### src/rtl/xonf_pkg.sv
`timescale 1ns / 1ps
// Package for the XON/XOFF receive FIFO: ring geometry, field widths,
// flow request codes and configuration register addresses. No dependencies.
package xonf_pkg;

  localparam int unsigned DEPTH  = 8;
  localparam int unsigned PTR_W  = (DEPTH > 1) ? $clog2(DEPTH) : 1;
  localparam int unsigned CNT_W  = $clog2(DEPTH + 1);

  localparam int unsigned BYTE_W = 8;
  localparam int unsigned MARK_W = 4;
  localparam int unsigned FILL_W = 4;
  localparam int unsigned FLOW_W = 2;
  localparam int unsigned CMP_W  = (CNT_W > MARK_W) ? CNT_W : MARK_W;

  localparam int unsigned ADDR_W = 3;
  localparam int unsigned DATA_W = 32;

  // Bytes at or below this value are control characters or space: discard.
  localparam logic [BYTE_W-1:0] PRINT_LIMIT = BYTE_W'(32);

  localparam logic [FLOW_W-1:0] FLOW_NONE = 2'd0;
  localparam logic [FLOW_W-1:0] FLOW_XOFF = 2'd1;
  localparam logic [FLOW_W-1:0] FLOW_XON  = 2'd2;

  localparam logic REQ_RECEIVE = 1'b0;
  localparam logic REQ_CONSUME = 1'b1;

  // Register indexes, taken from paddr[2].
  localparam logic REG_UPPER_MARK = 1'b0;
  localparam logic REG_LOWER_MARK = 1'b1;

  localparam logic [MARK_W-1:0] UPPER_MARK_RESET = 4'd4;
  localparam logic [MARK_W-1:0] LOWER_MARK_RESET = 4'd2;

  typedef logic [PTR_W-1:0] ptr_t;
  typedef logic [CNT_W-1:0] cnt_t;

endpackage

### src/rtl/xon_xoff_receive_fifo.sv
`timescale 1ns / 1ps
// Top level of the XON/XOFF receive FIFO: ring memory, pop/filter sequencer,
// output register and APB-style configuration port. Depends on xonf_pkg.
//
//  channel | direction | handshake             | payload
//  --------+-----------+-----------------------+------------------------------------
//  in      | in        | in_valid / in_stall   | req_type, rx_byte
//  out     | out       | out_valid / out_stall | byte_valid, out_byte, flow_code,
//          |           |                       | overflow, fill_level
//  cfg     | in        | psel/penable/pwrite   | paddr, pwdata, prdata, pready
//
// A receive stores at the transfer edge, then loads the result. A consume on
// an empty ring goes straight to loading its result; otherwise it pops entries
// until a printable one comes out or the ring empties. The single read port of
// the ring memory reads one entry per cycle, so each filtered byte costs one read.
// One item is in work at a time; the next is taken once the result sits in the
// output register, even while that register waits on out_stall.
// Reset is synchronous; the ring contents stay undefined and need no clearing.
module xon_xoff_receive_fifo
  import xonf_pkg::*;
(
  input  logic                clk,
  input  logic                rst,
  // Input channel
  input  logic                in_valid,
  output logic                in_stall,
  input  logic                req_type,
  input  logic [BYTE_W-1:0]   rx_byte,
  // Output channel
  output logic                out_valid,
  input  logic                out_stall,
  output logic                byte_valid,
  output logic [BYTE_W-1:0]   out_byte,
  output logic [FLOW_W-1:0]   flow_code,
  output logic                overflow,
  output logic [FILL_W-1:0]   fill_level,
  // Configuration port
  input  logic                psel,
  input  logic                penable,
  input  logic                pwrite,
  input  logic [ADDR_W-1:0]   paddr,
  input  logic [DATA_W-1:0]   pwdata,
  output logic [DATA_W-1:0]   prdata,
  output logic                pready
);

  localparam logic [1:0] ST_IDLE   = 2'd0;
  localparam logic [1:0] ST_READ   = 2'd1;
  localparam logic [1:0] ST_FINISH = 2'd2;

  // Ring memory: one write port, one registered read port.
  logic [BYTE_W-1:0] ring_store [DEPTH];
  logic [BYTE_W-1:0] rdata;

  logic [1:0]        state;
  ptr_t              rd_ptr;
  ptr_t              rd_ptr_next;
  ptr_t              wr_ptr;
  cnt_t              count;
  logic              xoff_in_force;
  logic              xon_in_force;
  logic [MARK_W-1:0] upper_mark;
  logic [MARK_W-1:0] lower_mark;

  // Result of the item in work, held until the output register is free.
  logic              res_valid;
  logic [BYTE_W-1:0] res_byte;
  logic [FLOW_W-1:0] res_flow;
  logic              res_ovf;

  logic              in_xfer;
  logic              out_free;
  logic              cfg_write;
  logic              full;
  cnt_t              cnt_after;
  cnt_t              cnt_dec;
  logic              printable;
  logic              xoff_req;
  logic              xon_req;

  function automatic ptr_t ptr_inc(input ptr_t p);
    if (p == PTR_W'(DEPTH - 1)) begin
      return '0;
    end
    return p + PTR_W'(1);
  endfunction

  assign in_stall  = (state != ST_IDLE);
  assign in_xfer   = in_valid && !in_stall;
  assign out_free  = !out_valid || !out_stall;
  assign pready    = 1'b1;
  assign cfg_write = psel && penable && pwrite && pready;

  // Receive path: a full ring drops the byte, the XOFF check uses the post-store count.
  assign full      = (count == CNT_W'(DEPTH));
  assign cnt_after = full ? count : count + CNT_W'(1);
  assign xoff_req  = (CMP_W'(cnt_after) > CMP_W'(upper_mark)) && !xoff_in_force;

  // Pop path: rdata holds the entry at rd_ptr while in ST_READ.
  assign cnt_dec   = count - CNT_W'(1);
  assign printable = (rdata > PRINT_LIMIT);
  assign xon_req   = (CMP_W'(cnt_dec) < CMP_W'(lower_mark)) && !xon_in_force;

  // The read address follows the next read pointer, so rdata always shows the
  // head entry in the following cycle. Writes happen only on a receive transfer, and
  // the FINISH cycle after it lets the head be read again before any pop.
  always_comb begin
    rd_ptr_next = rd_ptr;
    if (state == ST_READ) begin
      rd_ptr_next = ptr_inc(rd_ptr);
    end
  end

  always_ff @(posedge clk) begin
    if (in_xfer && req_type == REQ_RECEIVE && !full) begin
      ring_store[wr_ptr] <= rx_byte;
    end
    rdata <= ring_store[rd_ptr_next];
  end

  // Configuration registers.
  always_ff @(posedge clk) begin
    if (rst) begin
      upper_mark <= UPPER_MARK_RESET;
      lower_mark <= LOWER_MARK_RESET;
    end else if (cfg_write) begin
      case (paddr[2])
        REG_UPPER_MARK: upper_mark <= pwdata[MARK_W-1:0];
        REG_LOWER_MARK: lower_mark <= pwdata[MARK_W-1:0];
        default: ;
      endcase
    end
  end

  always_comb begin
    case (paddr[2])
      REG_UPPER_MARK: prdata = DATA_W'(upper_mark);
      REG_LOWER_MARK: prdata = DATA_W'(lower_mark);
      default:        prdata = '0;
    endcase
  end

  // Sequencer and ring state.
  always_ff @(posedge clk) begin
    if (rst) begin
      state         <= ST_IDLE;
      rd_ptr        <= '0;
      wr_ptr        <= '0;
      count         <= '0;
      xoff_in_force <= 1'b0;
      xon_in_force  <= 1'b1;
    end else begin
      case (state)
        ST_IDLE: begin
          if (in_xfer) begin
            res_valid <= 1'b0;
            res_byte  <= '0;
            res_flow  <= (req_type == REQ_RECEIVE && xoff_req) ? FLOW_XOFF : FLOW_NONE;
            res_ovf   <= (req_type == REQ_RECEIVE) && full;
            if (req_type == REQ_RECEIVE) begin
              if (!full) begin
                wr_ptr <= ptr_inc(wr_ptr);
                count  <= cnt_after;
              end
              if (xoff_req) begin
                xoff_in_force <= 1'b1;
                xon_in_force  <= 1'b0;
              end
              state <= ST_FINISH;
            end else if (count == '0) begin
              state <= ST_FINISH;
            end else begin
              state <= ST_READ;
            end
          end
        end
        ST_READ: begin
          // Pop one entry per cycle; drop non-printable bytes.
          rd_ptr <= rd_ptr_next;
          count  <= cnt_dec;
          if (printable) begin
            res_valid <= 1'b1;
            res_byte  <= rdata;
            if (xon_req) begin
              res_flow      <= FLOW_XON;
              xon_in_force  <= 1'b1;
              xoff_in_force <= 1'b0;
            end
            state <= ST_FINISH;
          end else if (cnt_dec == '0) begin
            state <= ST_FINISH;
          end
        end
        ST_FINISH: begin
          if (out_free) begin
            state <= ST_IDLE;
          end
        end
        default: state <= ST_IDLE;
      endcase
    end
  end

  // Output register: load from the held result, clear valid on transfer.
  always_ff @(posedge clk) begin
    if (rst) begin
      out_valid <= 1'b0;
    end else if (state == ST_FINISH && out_free) begin
      out_valid <= 1'b1;
    end else if (out_valid && !out_stall) begin
      out_valid <= 1'b0;
    end
  end

  always_ff @(posedge clk) begin
    if (state == ST_FINISH && out_free) begin
      byte_valid <= res_valid;
      out_byte   <= res_byte;
      flow_code  <= res_flow;
      overflow   <= res_ovf;
      fill_level <= FILL_W'(count);
    end
  end

  // Checks
  a_count_bound: assert property (@(posedge clk) disable iff (rst)
    count <= CNT_W'(DEPTH))
    else $error("fill count above ring depth");

  a_flow_exclusive: assert property (@(posedge clk) disable iff (rst)
    $onehot({xoff_in_force, xon_in_force}))
    else $error("XON and XOFF in force together or neither");

  a_pop_nonempty: assert property (@(posedge clk) disable iff (rst)
    state == ST_READ |-> count != '0)
    else $error("pop from an empty ring");

  a_byte_zero: assert property (@(posedge clk) disable iff (rst)
    out_valid && !byte_valid |-> out_byte == '0)
    else $error("nonzero byte without delivery");

  a_ovf_no_delivery: assert property (@(posedge clk) disable iff (rst)
    out_valid && overflow |-> !byte_valid && flow_code != FLOW_XON)
    else $error("overflow flagged on a consume result");

endmodule

### config.mk
export PLATFORM = sky130hd
export DESIGN_NAME = xon_xoff_receive_fifo
export DESIGN_NICKNAME = d
export VERILOG_FILES = /design/src/rtl/xonf_pkg.sv /design/src/rtl/xon_xoff_receive_fifo.sv
export SDC_FILE = /design/constraint.sdc
export NUM_CORES = 1
export LEC_CHECK = 0
export BUFFER_PORTS_ARGS = -buffer_cell sky130_fd_sc_hd__clkbuf_2
export CORE_UTILIZATION = 37
export CTS_CLUSTER_DIAMETER = 120
export CTS_CLUSTER_SIZE = 28
export DETAILED_ROUTE_END_ITERATION = 6
export PLACE_DENSITY = 0.53
export SLEW_MARGIN = 25
export SYNTH_ARGS = -nofsm -noshare
export SYNTH_HDL_FRONTEND = slang
export SYNTH_SLANG_ARGS = --single-unit
### constraint.sdc
create_clock -name clk -period 4.65 [get_ports clk]
set_clock_uncertainty 0.2 [all_clocks]
set_input_delay 0.2325 -clock clk [delete_from_list [all_inputs] [get_ports clk]]
set_output_delay 0.2325 -clock clk [all_outputs]
set_load 0.01 [all_outputs]
==> results.md, run 1 <==
Run status:
- The run finished with clean final reports.

Route:
- The routed design has 8899 um of wire.
- The routed layout has 2923 vias.
- The iteration count of the initial detailed-routing pass is 4.
- The number of antenna-violating nets in the routed design is 0.
- The DRC marker count from the first detailed-route iteration is 138.
- The remaining routing DRC violations is 0.
- In the final routed layout, each cell accounts on average for 14.42 um.
- After detailed routing, the number of vias per cell comes to 4.737.

Setup path:
- The biggest fanout along the worst timing path is 10.
- STA classifies the critical path endpoint as a register.
- Data on the critical path is required at its endpoint by 4.49 ns.
- The critical path is of the register to register type.
- For the worst setup path, the data arrival time is 3.11 ns.
- STA classifies the critical path startpoint as a register.

Synth:
- The xor/xnor share of the synthesized area is 0.01001.
- Yosys printed 0 warnings.
- The area of the mapped netlist is 0.005250 mm^2.
- The dominant synthesized flop cell is sky130_fd_sc_hd__edfxtp_1.
- The portion of synthesized area spent on multiplexers is 0.1063.
- The gate count of the mapped netlist is 362.
- Averaged over all synthesized cells, the footprint is 14.50 um^2.
- Of the post-synthesis cell area, the dominant cell type holds 0.5262.
- The unique cell type count in the Yosys netlist is 50.
- The proportion of register bits with asynchronous set or reset after synthesis is 0.
- The simple-gate share of the synthesized area is 0.08389.
- By area, the combinational part of the netlist is dominated by multiplexers.
- The number of flip-flops and latches in the synthesized netlist is 123.
- In the post-synthesis netlist, the biggest area contributors are sky130_fd_sc_hd__edfxtp_1 53%, sky130_fd_sc_hd__dfxtp_1 12%, sky130_fd_sc_hd__mux4_2 6.9%, sky130_fd_sc_hd__buf_4 4.1%, sky130_fd_sc_hd__ha_1 3.3%.
- The number of enable flip-flop cells after synthesis is 92.
- For this run, the register share of the synthesized area comes to 0.6444.
- The adder and majority gate portion of the synthesized area is 0.03337.
- The biggest area consumer among synthesized cells is sky130_fd_sc_hd__edfxtp_1.
- The complex-gate fraction of the synthesized area is 0.05219.

Global routing:
- Entering global routing, the biggest net connects 28 pins.
- Summed over all layers, the global routing overflow is 0.
- The first global-routing pass estimated 14500 um of wire.
- The total global-route track usage is 0.1376.
- The number of antenna violations at the first check in global routing came to 0.
- The number of global-route vias before repair is 2855.

Die:
- The full die area is 0.01467 mm^2.
- After floorplanning, the core was divided into 43 placement rows.
- The boundary pin count is 102.
- The placeable core region is 0.01388 mm^2.
- The die boundary height is 121.1 um.
- The initial cell density of the core is 0.3782.
- The die is 121.1 um wide.

Clock network:
- The number of buffers inserted during clock tree synthesis is 17.
- TritonCTS built the clock tree.
- The clock tree synthesis step divided the H-tree into 4 levels.
- The total number of clock tree sinks is 123.
- The register clock-pin slew on the reported worst setup and hold paths is 0.05 ns.
- The buffer depth of the longest clock path is 2.
- CTS placed an instance of sky130_fd_sc_hd__clkbuf_16 at the clock tree root.
- The later pin in the worst-skew pair is clocked with a latency of 0.41 ns.
- The post-CTS setup buffer count is 0.

Final layout:
- The post-route cell area is 0.006240 mm^2.
- The number of nets in the layout is 489.
- From synthesis to final layout, the design area changed by 18.85%.
- The count of inserted antenna diode cells is 0.
- The layout cell share with drive strength beyond 1 is 0.2517.

Placed design:
- The placed instances occupy a cell area of 0.005533 mm^2.
- The total half-perimeter wirelength after legalization and detailed placement is 5917 um.
- In this run the tool buffered the top-level ports with 42 buffer cells.
- The placer congestion estimate is 0.7752.

Pwr:
- Total power for the finished layout comes to 2633 uW.
- The leakage power is 0.002320 uW.
- The power density of the placed cells is 422.1 mW/mm^2.
- The worst voltage drop across the vdd grid is 0.2385 mV.

Job:
- Across the run, the number of max-cap violations was 0.

Timing:
- The clock period minus final worst setup slack is 3.269 ns.
- Setup repair after global routing left no endpoint under its margin.
- The setup TNS after final layout is 0 ns.
- The count of final hold-check violations came to 0.
- Dividing the final minimum period by the clock period gives 0.7030.
- The final setup violation count is 0.
- Headroom to the max-slew limit came out at 0.4020.
- The count of final max-slew check failures is 0.
- The maximum clock frequency is 0.3059 GHz.
- The slew at the pin closest to its max-slew limit is 0.8938 ns.

Worst hold path:
- The worst hold path class is input port to register.
==> metal layers <==
metal,wire [um],GRT usage
met1,4057,0.1649
met2,4285,0.2168
met3,428,0.05686
met4,127,0.06019
met5,0,0
==> synthesized netlist by cell type (2+ instances only) <==
master and count:
sky130_fd_sc_hd__nor2b_1 4, sky130_fd_sc_hd__nand2_1 10, sky130_fd_sc_hd__clkbuf_1 11, sky130_fd_sc_hd__a211oi_1 4
sky130_fd_sc_hd__and2_1 9, sky130_fd_sc_hd__edfxtp_1 92, sky130_fd_sc_hd__mux2_2 10, sky130_fd_sc_hd__dfxtp_1 31
sky130_fd_sc_hd__nand3_1 5, sky130_fd_sc_hd__buf_4 29, sky130_fd_sc_hd__ha_1 14, sky130_fd_sc_hd__or4_1 2
sky130_fd_sc_hd__nor3_1 8, sky130_fd_sc_hd__a21oi_1 10, sky130_fd_sc_hd__o21ai_0 6, sky130_fd_sc_hd__inv_1 12
sky130_fd_sc_hd__a211o_1 3, sky130_fd_sc_hd__buf_6 4, sky130_fd_sc_hd__nand4_1 2, sky130_fd_sc_hd__mux4_2 16
sky130_fd_sc_hd__xor2_1 2, sky130_fd_sc_hd__nor2_1 29, sky130_fd_sc_hd__nor4_1 3, sky130_fd_sc_hd__mux2i_1 7
sky130_fd_sc_hd__o31ai_1 2, sky130_fd_sc_hd__nor3b_1 4, sky130_fd_sc_hd__o211ai_1 2, sky130_fd_sc_hd__xnor2_1 4
sky130_fd_sc_hd__nand2b_1 4, sky130_fd_sc_hd__conb_1 2, sky130_fd_sc_hd__a21boi_0 2
==> cell type report <==
class | instances | area, um^2
clock buffers | 18 | 429.2
clock inverters | 14 | 125.1
fillers | 1260 | 7641
inverters | 13 | 51.30
multi-input cells | 208 | 1638
flip-flops and latches | 123 | 3383
well taps | 180 | 225.2
repair buffers | 61 | 387.9
==> path summary, 6_finish.rpt <==
kind,from,endpoint,slack [ns],cells past startpoint
max reg2reg,count[0]$_SDFFE_PP0P_,ring_store[4][1]$_DFFE_PP_,1.38,5
min reg2reg,res_ovf$_DFFE_PP_,overflow$_DFFE_PP_,0.22,0
max,count[0]$_SDFFE_PP0P_,ring_store[4][1]$_DFFE_PP_,1.38,5
min,in_valid,res_ovf$_DFFE_PP_,0.14,3
==> critical path, cell delays in order, from the launching register on <==
cell                      delay (ns)
sky130_fd_sc_hd__dfxtp_1        0.50
sky130_fd_sc_hd__inv_1          0.14
sky130_fd_sc_hd__ha_1           0.32
sky130_fd_sc_hd__and3b_1        0.28
sky130_fd_sc_hd__or4_1          0.68
sky130_fd_sc_hd__nor3_2         0.78
==> power breakdown <==
group / switching [uW] / internal, uW / leakage, uW
combinational: 111 / 84.3 / 0.000963
clock: 467 / 732 / 0.000258
sequential: 21.4 / 1220 / 0.00110
total: 599 / 2030 / 0.00232
==> cell families (layout without fill, tap and decap cells) <==
logic type / Yosys count / after routing
compound gates: 39 / 39
buf+inv: 58 / 106
flops: 123 / 123
fa+ha+maj: 14 / 14
other cells: 2 / 29
xor+xnor: 6 / 6
mux: 34 / 34
simple gates: 86 / 86
==> metrics by stage <==
step           hold WS, ns  cells  setup WS, ns    util
6_report            0.1428    617         1.381  0.4495
5_1_grt             0.1608    617         1.169  0.4495
4_1_cts             0.1275    617         1.302  0.4486
3_5_place_dp        0.2054    571         1.313  0.3986
3_3_place_gp        0.2010    570         1.334  0.3981
2_1_floorplan       0.1314    389         1.336       -
==> sequential cells by signal, indices dropped and copies added, names as in the netlist, 2 cells and up <==
name	cells
count	4
fill_level	4
flow_code	2
lower_mark	4
out_byte	8
rd_ptr	3
rdata	8
res_byte	8
res_flow	2
ring_store	64
state	2
upper_mark	4
wr_ptr	3
==> timing repair <==
| action | 4_1_cts | 5_1_grt |
|---|---|---|
| resized for setup | 0 | 0 |
| hold endpoints to repair | 75 | 0 |
| hold buffers | 14 | 0 |
==> cell usage in the layout (no fill, tap or decap), drive strengths merged, types with 6 or more instances in the layout <==
cell type and n:
edfxtp 92, clkbuf 60, dfxtp 31, nor2 29
conb 29, mux4 16, ha 14, dlygate4sd3 14
inv 14, mux2 11, a21oi 10, nand2 10
and2 9, nor3 8, clkinv 8, mux2i 7
o21ai 6
(Power assumes the default switching activity.)
==> run 2, diff against run 1 <==
--- a/config.mk
+++ b/config.mk
@@ -10,7 +10,7 @@
 export CTS_CLUSTER_DIAMETER = 120
 export CTS_CLUSTER_SIZE = 28
 export DETAILED_ROUTE_END_ITERATION = 6
-export PLACE_DENSITY = 0.53
+export PLACE_DENSITY = 0.55
 export SLEW_MARGIN = 25
 export SYNTH_ARGS = -nofsm -noshare
 export SYNTH_HDL_FRONTEND = slang
==> constraint.sdc (replaced) <==
create_clock -name clk -period 2.65 [get_ports clk]
set_clock_uncertainty 0.2 [all_clocks]
set_input_delay 0.1325 -clock clk [delete_from_list [all_inputs] [get_ports clk]]
set_output_delay 0.1325 -clock clk [all_outputs]
set_load 0.01 [all_outputs]
==> run 2 against run 1 <==
Die area stayed put. Clock power grew 71%. Non-clock buffer count up 17. Critical path type unchanged. Largest cell class unchanged.
==> results.md, run 2 (synthesis results as in run 1) <==
Final layout:
- The post-route cell area came to 0.006442 mm^2 (was 0.006240 mm^2).
- Commonest non-fill, non-tap cells in the layout: 92 x sky130_fd_sc_hd__edfxtp_1, 42 x sky130_fd_sc_hd__clkbuf_2, 29 x sky130_fd_sc_hd__nor2_1, 29 x sky130_fd_sc_hd__conb_1, 29 x sky130_fd_sc_hd__dfxtp_1 (was 92 x sky130_fd_sc_hd__edfxtp_1, 42 x sky130_fd_sc_hd__clkbuf_2, 31 x sky130_fd_sc_hd__dfxtp_1).
- The area growth from synthesis to layout is 22.71% (was 18.85%).
- The final-layout fill cell count is 1235 (was 1260).
- The register name with the most flops is ring_store (unchanged).
- The most frequent standard cell in the layout excluding fill and tap cells is sky130_fd_sc_hd__edfxtp_1 (unchanged).
- The count of inserted antenna diode cells is 0 (unchanged).
- The flip-flop count of the largest register, all copies and words added was 64 (unchanged).
- The layout cell share with drive strength beyond 1 was 0.2952 (was 0.2517).
- The number of nets in the layout came to 506 (was 489).
- The core utilization of the finished layout was 0.4641 (was 0.4495).

Global routing:
- The total global-route track usage is 0.1418 (was 0.1376).
- The pin count of the biggest net entering global routing was 27 (was 28).
- The number of global-route vias before repair is 2906 (was 2855).
- The number of antenna violations at the first check in global routing is 0 (unchanged).
- The overall overflow remaining after global route is 0 (unchanged).
- The wire length of the first global-routing pass was 14980 um (was 14500 um).

Placed design:
- The number of buffer cells added on primary ports is 42 (unchanged).
- The post-placement setup slack is 0.05093 ns (was 1.313 ns).
- The placer congestion estimate came to 0.7846 (was 0.7752).
- The total half-perimeter wirelength after legalization and detailed placement is 6104 um (was 5917 um).
- The placement-stage cell area is 0.005724 mm^2 (was 0.005533 mm^2).

Timing:
- The clock period minus final worst setup slack came to 2.569 ns (was 3.269 ns).
- The count of final max-slew check failures is 0 (unchanged).
- The worst-case setup margin in the final layout is 0.08122 ns (was 1.381 ns).
- The final setup violation count is 0 (unchanged).
- The share of the clock period used by the worst path is 0.9693 (was 0.7030).
- Unrepaired setup endpoints after global routing: false (unchanged).
- The setup TNS after final layout was 0 ns (unchanged).
- The worst slew margin relative to its limit is 0.5721 (was 0.4020).
- The slew at the pin closest to its max-slew limit came to 0.6419 ns (was 0.8938 ns).
- The maximum clock frequency was 0.3893 GHz (was 0.3059 GHz).
- The count of final hold-check violations is 0 (unchanged).

Route:
- The detailed-route wire length was 9177 um (was 8899 um).
- The number of vias in the routed layout is 2942 (was 2923).
- The routed wirelength normalized by instance count came to 14.47 um (was 14.42 um).
- The number of antenna-violating nets in the routed design was 0 (unchanged).
- The remaining routing DRC violations came to 0 (unchanged).
- The routed via count divided by cell count is 4.640 (was 4.737).
- The DRC marker count from the first detailed-route iteration was 107 (was 138).
- The iteration count of the initial detailed-routing pass came to 4 (unchanged).

Setup path:
- The critical path's slowest cell is sky130_fd_sc_hd__or4_1 (was sky130_fd_sc_hd__nor3_2).
- The buffers plus inverters on the worst setup path was 3 (was 1).
- The required time at the worst-slack endpoint is 2.57 ns (was 4.49 ns).
- The kind of cell with the highest combined delay on the critical path is simple AND/OR/NAND/NOR gates (unchanged).
- The critical path endpoint category was a register (unchanged).
- The biggest cell delay along the critical path is 0.54 ns (was 0.78 ns).
- Cells traversed along the worst timing path: inv_2 > ha_4 > and3b_2 > or4_1 > buf_6 > nor4_4 > buf_4 (was inv_1 > ha_1 > and3b_1 > or4_1 > nor3_2).
- The arrival time reported for the critical path endpoint is 2.49 ns (was 3.11 ns).
- The biggest fanout along the worst timing path is 8 (was 10).
- The startpoint type of the worst setup path is a register (unchanged).
- The critical path start-end classification is register to register (unchanged).

Pwr:
- The leakage power is 0.002416 uW (was 0.002320 uW).
- The worst voltage drop across the vdd grid is 0.5133 mV (was 0.2385 mV).
- The total design power is 4605 uW (was 2633 uW).
- The power density of the placed cells was 714.8 mW/mm^2 (was 422.1 mW/mm^2).

Die:
- The overall die width is 121.1 um (unchanged).
- The placeable core region came to 0.01388 mm^2 (unchanged).
- The full die area is 0.01467 mm^2 (unchanged).
- The boundary pin count is 102 (unchanged).
- The initial cell density of the core is 0.3782 (unchanged).
- The die boundary height came to 121.1 um (unchanged).
- The number of rows in the core area was 43 (unchanged).

Clock network:
- The buffer depth of the longest clock path is 2 (unchanged).
- The register clock-pin slew on the reported worst setup and hold paths came to 0.05 ns (about the same).
- The number of buffers inserted during clock tree synthesis is 17 (unchanged).
- The later-pin clock latency in the skew report is 0.41 ns (about the same).
- The total number of clock tree sinks is 123 (unchanged).
- The cell at the root of the clock tree is sky130_fd_sc_hd__clkbuf_16 (unchanged).
- The deepest level of the CTS H-tree is 4 (unchanged).
- The clock tree from TritonCTS was done (unchanged).

Job:
- The max-capacitance violation count is 0 (unchanged).

Run status:
- Outcome: finished clean (unchanged).

Worst hold path:
- The worst hold path class is input port to register (unchanged).
## run 2: cell count changes in the layout (fill, tap and decap cells not counted), moves of 3 or more
| cell | delta |
|---|---|
| sky130_fd_sc_hd__clkinv_4 | -4 |
| sky130_fd_sc_hd__clkinv_2 | +5 |
| sky130_fd_sc_hd__buf_4 | +13 |
| sky130_fd_sc_hd__nor3_4 | +3 |
## run 2: worst register-to-register path, delay by kind of cell (launching register included)
family,cells,cell delay (ns)
DFF,1,0.39
and+or+nand+nor,3,1.07
buffers and inverters,3,0.44
adders and majority gates,1,0.18
## run 2: layout make-up
type / count / area, um^2 / share of cell area
Clock buffer: 18 / 429.2 / 0.06661
Clock inverter: 14 / 106.4 / 0.01651
Inverter: 13 / 53.80 / 0.008351
Multi-Input combinational cell: 208 / 1690 / 0.2624
Sequential cell: 123 / 3391 / 0.5263
Tap cell: 180 / 225.2 / 0.03496
Timing Repair Buffer: 78 / 546.8 / 0.08487
## run 2: path summary, 6_finish.rpt
path	startpoint	end	slack, ns	cells after the start
worst min-delay path	pwrite	lower_mark[1]$_SDFFE_PP1P_	0.04	3
worst min register to register	res_byte[1]$_SDFFCE_PN0P_	out_byte[1]$_DFFE_PP_	0.22	0
worst max register to register	count[1]$_SDFFE_PP0P_	ring_store[0][5]$_DFFE_PP_	0.08	7
worst max-delay path	count[1]$_SDFFE_PP0P_	ring_store[0][5]$_DFFE_PP_	0.08	7
## run 2: timing repair
| item | 4_1_cts | 5_1_grt |
|---|---|---|
| endpoints found under the setup margin | 0 | 10 |
| hold buffers | 15 | 0 |
| resized for setup | 0 | 3 |
| setup buffers | 0 | 2 |
| hold endpoints to repair | 85 | 0 |
## run 2: through the flow
stage	cells	hold WS (ns)
after floorplan	389	0.03137
after global placement	585	0.1821
after detailed placement	585	0.1925
after CTS	632	0.01704
after global routing	634	0.04893
final	634	0.04022
## run 2: metal layers
layer / part of all wire / track usage / vias to the layer above
met3: 0.039 / 0.04276 / 19
met1: 0.46 / 0.1754 / 1400
met2: 0.48 / 0.2243 / 77
li1: - / - / 1446
met4: 0.022 / 0.07253 / 0
met5: 0 / 0 / -
## run 2: report_power, final
group / switching (uW) / internal [uW] / total [uW]
combinational: 212 / 173 / 386
clock: 781 / 1270 / 2050
sequential: 33.4 / 2140 / 2170
total: 1030 / 3580 / 4600
==> run 3, diff against run 2 <==
--- a/config.mk
+++ b/config.mk
@@ -5,6 +5,7 @@
 export SDC_FILE = /design/constraint.sdc
 export NUM_CORES = 1
 export LEC_CHECK = 0
+export ABC_AREA = 1
 export BUFFER_PORTS_ARGS = -buffer_cell sky130_fd_sc_hd__clkbuf_2
 export CORE_UTILIZATION = 37
 export CTS_CLUSTER_DIAMETER = 120
==> run 3 against run 2 <==
Routed wire length up 8.0%. Register-to-register slack better by 0.26 ns. Die area grew 5.9%. Count of clock-buffer cells in the layout unchanged. Flip-flop and latch count did not move. Synthesized area up 6.0%. Critical path depth increased by 3. Via count rose by 25%.
==> results.md, run 3 <==
Run status:
- Outcome: finished clean (unchanged).

Setup path:
- The capturing element of the worst setup path is res_flow[1]$_SDFFCE_PP1P_ (was ring_store[0][5]$_DFFE_PP_).
- The slack of the worst reg-to-reg path came to 0.35 ns (was 0.08 ns).
- The buffers plus inverters on the worst setup path came to 2 (was 3).
- The kind of cell with the highest combined delay on the critical path was adder cells (was simple AND/OR/NAND/NOR gates).
- The number of gates on the worst path with buffers counted was 10 (was 7).
- The cell that appears most often on the critical path is sky130_fd_sc_hd__nand2_1.
- The critical path start-end classification is register to register (unchanged).
- The critical path endpoint category is a register (unchanged).
- The source of the worst register-to-register timing path is count[1]$_SDFFE_PP0P_ (unchanged).
- The required time at the worst-slack endpoint was 2.58 ns (was 2.57 ns).
- The biggest cell delay along the critical path is 0.33 ns (was 0.54 ns).
- Cells traversed along the worst timing path: inv_1 > ha_1 > xor2_1 > ha_1 > nand2_1 > inv_1 > nand2_1 > nand2_1 > nand2_1 > and2_1 (was inv_2 > ha_4 > and3b_2 > or4_1 > buf_6 > nor4_4 > buf_4).
- The startpoint type of the worst setup path was a register (unchanged).
- The biggest fanout along the worst timing path is 5 (was 8).
- The arrival time reported for the critical path endpoint is 2.23 ns (was 2.49 ns).
- The critical path's slowest cell was sky130_fd_sc_hd__dfxtp_1 (was sky130_fd_sc_hd__or4_1).
- The number of cells on the worst reg-to-reg path is 10 (was 7).
- The critical register-to-register path endpoint is res_flow[1]$_SDFFCE_PP1P_ (was ring_store[0][5]$_DFFE_PP_).
- The launching instance or port of the critical path is count[1]$_SDFFE_PP0P_ (unchanged).

Timing:
- The share of the clock period used by the worst path is 0.8698 (was 0.9693).
- The count of final max-slew check failures is 0 (unchanged).
- The final setup violation count is 0 (unchanged).
- The maximum clock frequency is 0.4339 GHz (was 0.3893 GHz).
- The slew at the pin closest to its max-slew limit is 0.7482 ns (was 0.6419 ns).
- The setup TNS after final layout is 0 ns (unchanged).
- The clock period minus final worst setup slack was 2.305 ns (was 2.569 ns).
- The count of final hold-check violations is 0 (unchanged).
- Unrepaired setup endpoints after global routing: false (unchanged).
- The worst slew margin relative to its limit is 0.4994 (was 0.5721).

Clock network:
- The number of buffers inserted during clock tree synthesis is 17 (unchanged).
- The total number of clock tree sinks is 123 (unchanged).
- The clock tree from TritonCTS is done (unchanged).
- The register clock-pin slew on the reported worst setup and hold paths is 0.06 ns (was 0.05 ns).
- The deepest level of the CTS H-tree is 4 (unchanged).
- The later-pin clock latency in the skew report is 0.42 ns (was 0.41 ns).
- The cell at the root of the clock tree is sky130_fd_sc_hd__clkbuf_16 (unchanged).
- The buffer depth of the longest clock path is 2 (unchanged).

Final layout:
- The count of inserted antenna diode cells is 0 (unchanged).
- The multi-input combinational cell area is 0.001630 mm^2 (was 0.001690 mm^2).
- Commonest non-fill, non-tap cells in the layout: 115 x sky130_fd_sc_hd__nand2_1, 92 x sky130_fd_sc_hd__edfxtp_1, 81 x sky130_fd_sc_hd__inv_1 (was 92 x sky130_fd_sc_hd__edfxtp_1, 42 x sky130_fd_sc_hd__clkbuf_2, 29 x sky130_fd_sc_hd__nor2_1, 29 x sky130_fd_sc_hd__conb_1, 29 x sky130_fd_sc_hd__dfxtp_1).
- The register area is 0.003383 mm^2 (was 0.003391 mm^2).
- The number of nets in the layout is 686 (was 506).
- The register name with the most flops is ring_store (unchanged).
- The area growth from synthesis to layout is 22.06% (was 22.71%).
- The most frequent standard cell in the layout excluding fill and tap cells is sky130_fd_sc_hd__nand2_1 (was sky130_fd_sc_hd__edfxtp_1).
- The layout cell share with drive strength beyond 1 is 0.1801 (was 0.2952).
- The flip-flop count of the largest register, all copies and words added is 64 (unchanged).
- The final-layout fill cell count is 1325 (was 1235).
- The post-route cell area is 0.006792 mm^2 (was 0.006442 mm^2).

Die:
- The initial cell density of the core was 0.3814 (was 0.3782).
- The die boundary height is 124.6 um (was 121.1 um).
- The placeable core region was 0.01459 mm^2 (was 0.01388 mm^2).
- The overall die width is 124.6 um (was 121.1 um).
- The boundary pin count came to 102 (unchanged).
- The number of rows in the core area came to 44 (was 43).
- The full die area came to 0.01553 mm^2 (was 0.01467 mm^2).

Synth:
- The complex-gate fraction of the synthesized area is 0.09085 (was 0.05219).
- The synthesis warning total is 0 (unchanged).
- The proportion of register bits with asynchronous set or reset after synthesis is 0 (unchanged).
- The main combinational cell family by area after synthesis is simple AND/OR/NAND/NOR gates (was multiplexers).
- The dominant synthesized flop cell is sky130_fd_sc_hd__edfxtp_1 (unchanged).
- Cell types with the largest area share after synthesis: sky130_fd_sc_hd__edfxtp_1 50%, sky130_fd_sc_hd__dfxtp_1 11%, sky130_fd_sc_hd__nand2_1 7.8%, sky130_fd_sc_hd__inv_1 5.5%, sky130_fd_sc_hd__buf_4 4.0% (was sky130_fd_sc_hd__edfxtp_1 53%, sky130_fd_sc_hd__dfxtp_1 12%, sky130_fd_sc_hd__mux4_2 6.9%, sky130_fd_sc_hd__buf_4 4.1%, sky130_fd_sc_hd__ha_1 3.3%).
- The mean area per synthesized cell came to 10.44 um^2 (was 14.50 um^2).
- Synth cell count leaders: 115 x sky130_fd_sc_hd__nand2_1, 92 x sky130_fd_sc_hd__edfxtp_1, 81 x sky130_fd_sc_hd__inv_1, 39 x sky130_fd_sc_hd__nor2_1, 31 x sky130_fd_sc_hd__dfxtp_1 (was 92 x sky130_fd_sc_hd__edfxtp_1, 31 x sky130_fd_sc_hd__dfxtp_1, 29 x sky130_fd_sc_hd__buf_4, 29 x sky130_fd_sc_hd__nor2_1, 16 x sky130_fd_sc_hd__mux4_2).
- The biggest area consumer among synthesized cells is sky130_fd_sc_hd__edfxtp_1 (unchanged).
- The area of the mapped netlist came to 0.005564 mm^2 (was 0.005250 mm^2).
- The fraction of the yosys area taken by sequential cells is 0.6081 (was 0.6444).
- The unique cell type count in the Yosys netlist was 33 (was 50).
- The number of enable flip-flop cells after synthesis is 92 (unchanged).
- The adder and majority gate portion of the synthesized area was 0.03148 (was 0.03337).
- The most common cell in the netlist is sky130_fd_sc_hd__nand2_1 (was sky130_fd_sc_hd__edfxtp_1).
- The simple-gate share of the synthesized area is 0.1446 (was 0.08389).
- The xor/xnor share of the synthesized area was 0.004722 (was 0.01001).
- The gate count of the mapped netlist is 533 (was 362).
- The number of flip-flops and latches in the synthesized netlist came to 123 (unchanged).
- The fraction of synthesized area in multiplexers was 0.001799 (was 0.1063).
- The top cell type's share of synthesized area is 0.4965 (was 0.5262).

Route:
- The number of vias in the routed layout is 3671 (was 2942).
- The detailed-route wire length came to 9913 um (was 9177 um).
- The DRC marker count from the first detailed-route iteration is 197 (was 107).
- The routed via count divided by cell count came to 4.493 (was 4.640).
- The routed wirelength normalized by instance count came to 12.13 um (was 14.47 um).
- The number of antenna-violating nets in the routed design came to 0 (unchanged).
- The remaining routing DRC violations is 0 (unchanged).
- The iteration count of the initial detailed-routing pass is 5 (was 4).

Worst hold path:
- The worst hold path depth is 0 (was 3).
- The worst hold path class is register to register (was input port to register).

Global routing:
- The pin count of the biggest net entering global routing came to 29 (was 27).
- The number of antenna violations at the first check in global routing is 0 (unchanged).
- The overall overflow remaining after global route is 0 (unchanged).
- The wire length of the first global-routing pass is 16270 um (was 14980 um).
- The number of global-route vias before repair is 3450 (was 2906).
- The total global-route track usage is 0.1362 (was 0.1418).

Pwr:
- The leakage power came to 0.002952 uW (was 0.002416 uW).
- The worst voltage drop across the vdd grid is 0.4926 mV (was 0.5133 mV).
- The total design power is 5870 uW (was 4605 uW).
- The power density of the placed cells is 864.3 mW/mm^2 (was 714.8 mW/mm^2).

Placed design:
- The placement-stage cell area is 0.005911 mm^2 (was 0.005724 mm^2).
- The total half-perimeter wirelength after legalization and detailed placement is 6688 um (was 6104 um).
- The placer congestion estimate was 0.8798 (was 0.7846).
- The number of buffer cells added on primary ports is 42 (unchanged).

Job:
- The max-capacitance violation count is 0 (unchanged).
## run 3: area by class of cell
cell class,instances,share of cell area
Clock buffer,18,0.06319
Tap cell,184,0.03390
Multi-Input combinational cell,309,0.2401
Timing Repair Buffer,83,0.08769
Clock inverter,13,0.02819
Sequential cell,123,0.4982
Inverter,87,0.04882
## run 3: through the flow
stage | std cells | util | hold slack (ns) | setup slack [ns]
6_report | 817 | 0.4655 | 0.2160 | 0.3452
5_1_grt | 817 | 0.4655 | 0.2261 | 0.06156
4_1_cts | 817 | 0.4655 | 0.2176 | 0.3321
3_5_place_dp | 760 | 0.4051 | 0.1770 | 0.3413
3_3_place_gp | 760 | 0.4051 | 0.1612 | 0.3596
2_1_floorplan | 560 | - | 0.03137 | 0.2815
## run 3: power breakdown
group | switching [uW] | leakage (uW) | internal (uW)
logic | 686 | 0.00156 | 385
registers | 91.9 | 0.00110 | 2300
clock network | 833 | 0.000295 | 1570
## run 3: how the worst min path moves through the flow
| stage | start | endpoint | slack [ns] |
|---|---|---|---|
| global route | res_ovf$_DFFE_PP_ | overflow$_DFFE_PP_ | 0.23 |
| global placement | pwdata[1] | lower_mark[1]$_SDFFE_PP1P_ | 0.16 |
| finish | res_byte[4]$_SDFFCE_PN0P_ | out_byte[4]$_DFFE_PP_ | 0.22 |
| CTS | res_byte[4]$_SDFFCE_PN0P_ | out_byte[4]$_DFFE_PP_ | 0.22 |
| floorplan | rx_byte[0] | ring_store[0][0]$_DFFE_PP_ | 0.03 |
| detailed placement | pwdata[1] | lower_mark[1]$_SDFFE_PP1P_ | 0.18 |
## run 3: metal layers
layer  vias up  GRT usage  wire length [um]
met5         -          0                 0
met4         0    0.07371               220
met3        19    0.04338               450
met2        94     0.2148              4556
met1      1669     0.1654              4684
li1       1889          -                 -
## run 3: worst register-to-register path, cell delays in order (launching register included)
cell and delay, ns:
sky130_fd_sc_hd__dfxtp_1 0.33, sky130_fd_sc_hd__inv_1 0.13, sky130_fd_sc_hd__ha_1 0.27, sky130_fd_sc_hd__xor2_1 0.33
sky130_fd_sc_hd__ha_1 0.30, sky130_fd_sc_hd__nand2_1 0.06, sky130_fd_sc_hd__inv_1 0.04, sky130_fd_sc_hd__nand2_1 0.05
sky130_fd_sc_hd__nand2_1 0.07, sky130_fd_sc_hd__nand2_1 0.08, sky130_fd_sc_hd__and2_1 0.16
## run 3: repair_timing
action,in CTS,in global routing
resized for setup,0,0
hold endpoints to repair,91,0
hold buffers,26,0
setup buffers,0,0
## run 3: cell families (layout without fill, tap and decap cells)
kind of cell | Yosys count | count (layout)
mux | 1 | 1
simple gates | 189 | 189
other cells | 2 | 29
xor+xnor | 3 | 3
compound gates | 73 | 73
buf+inv | 128 | 201
flops | 123 | 123
fa+ha+maj | 14 | 14
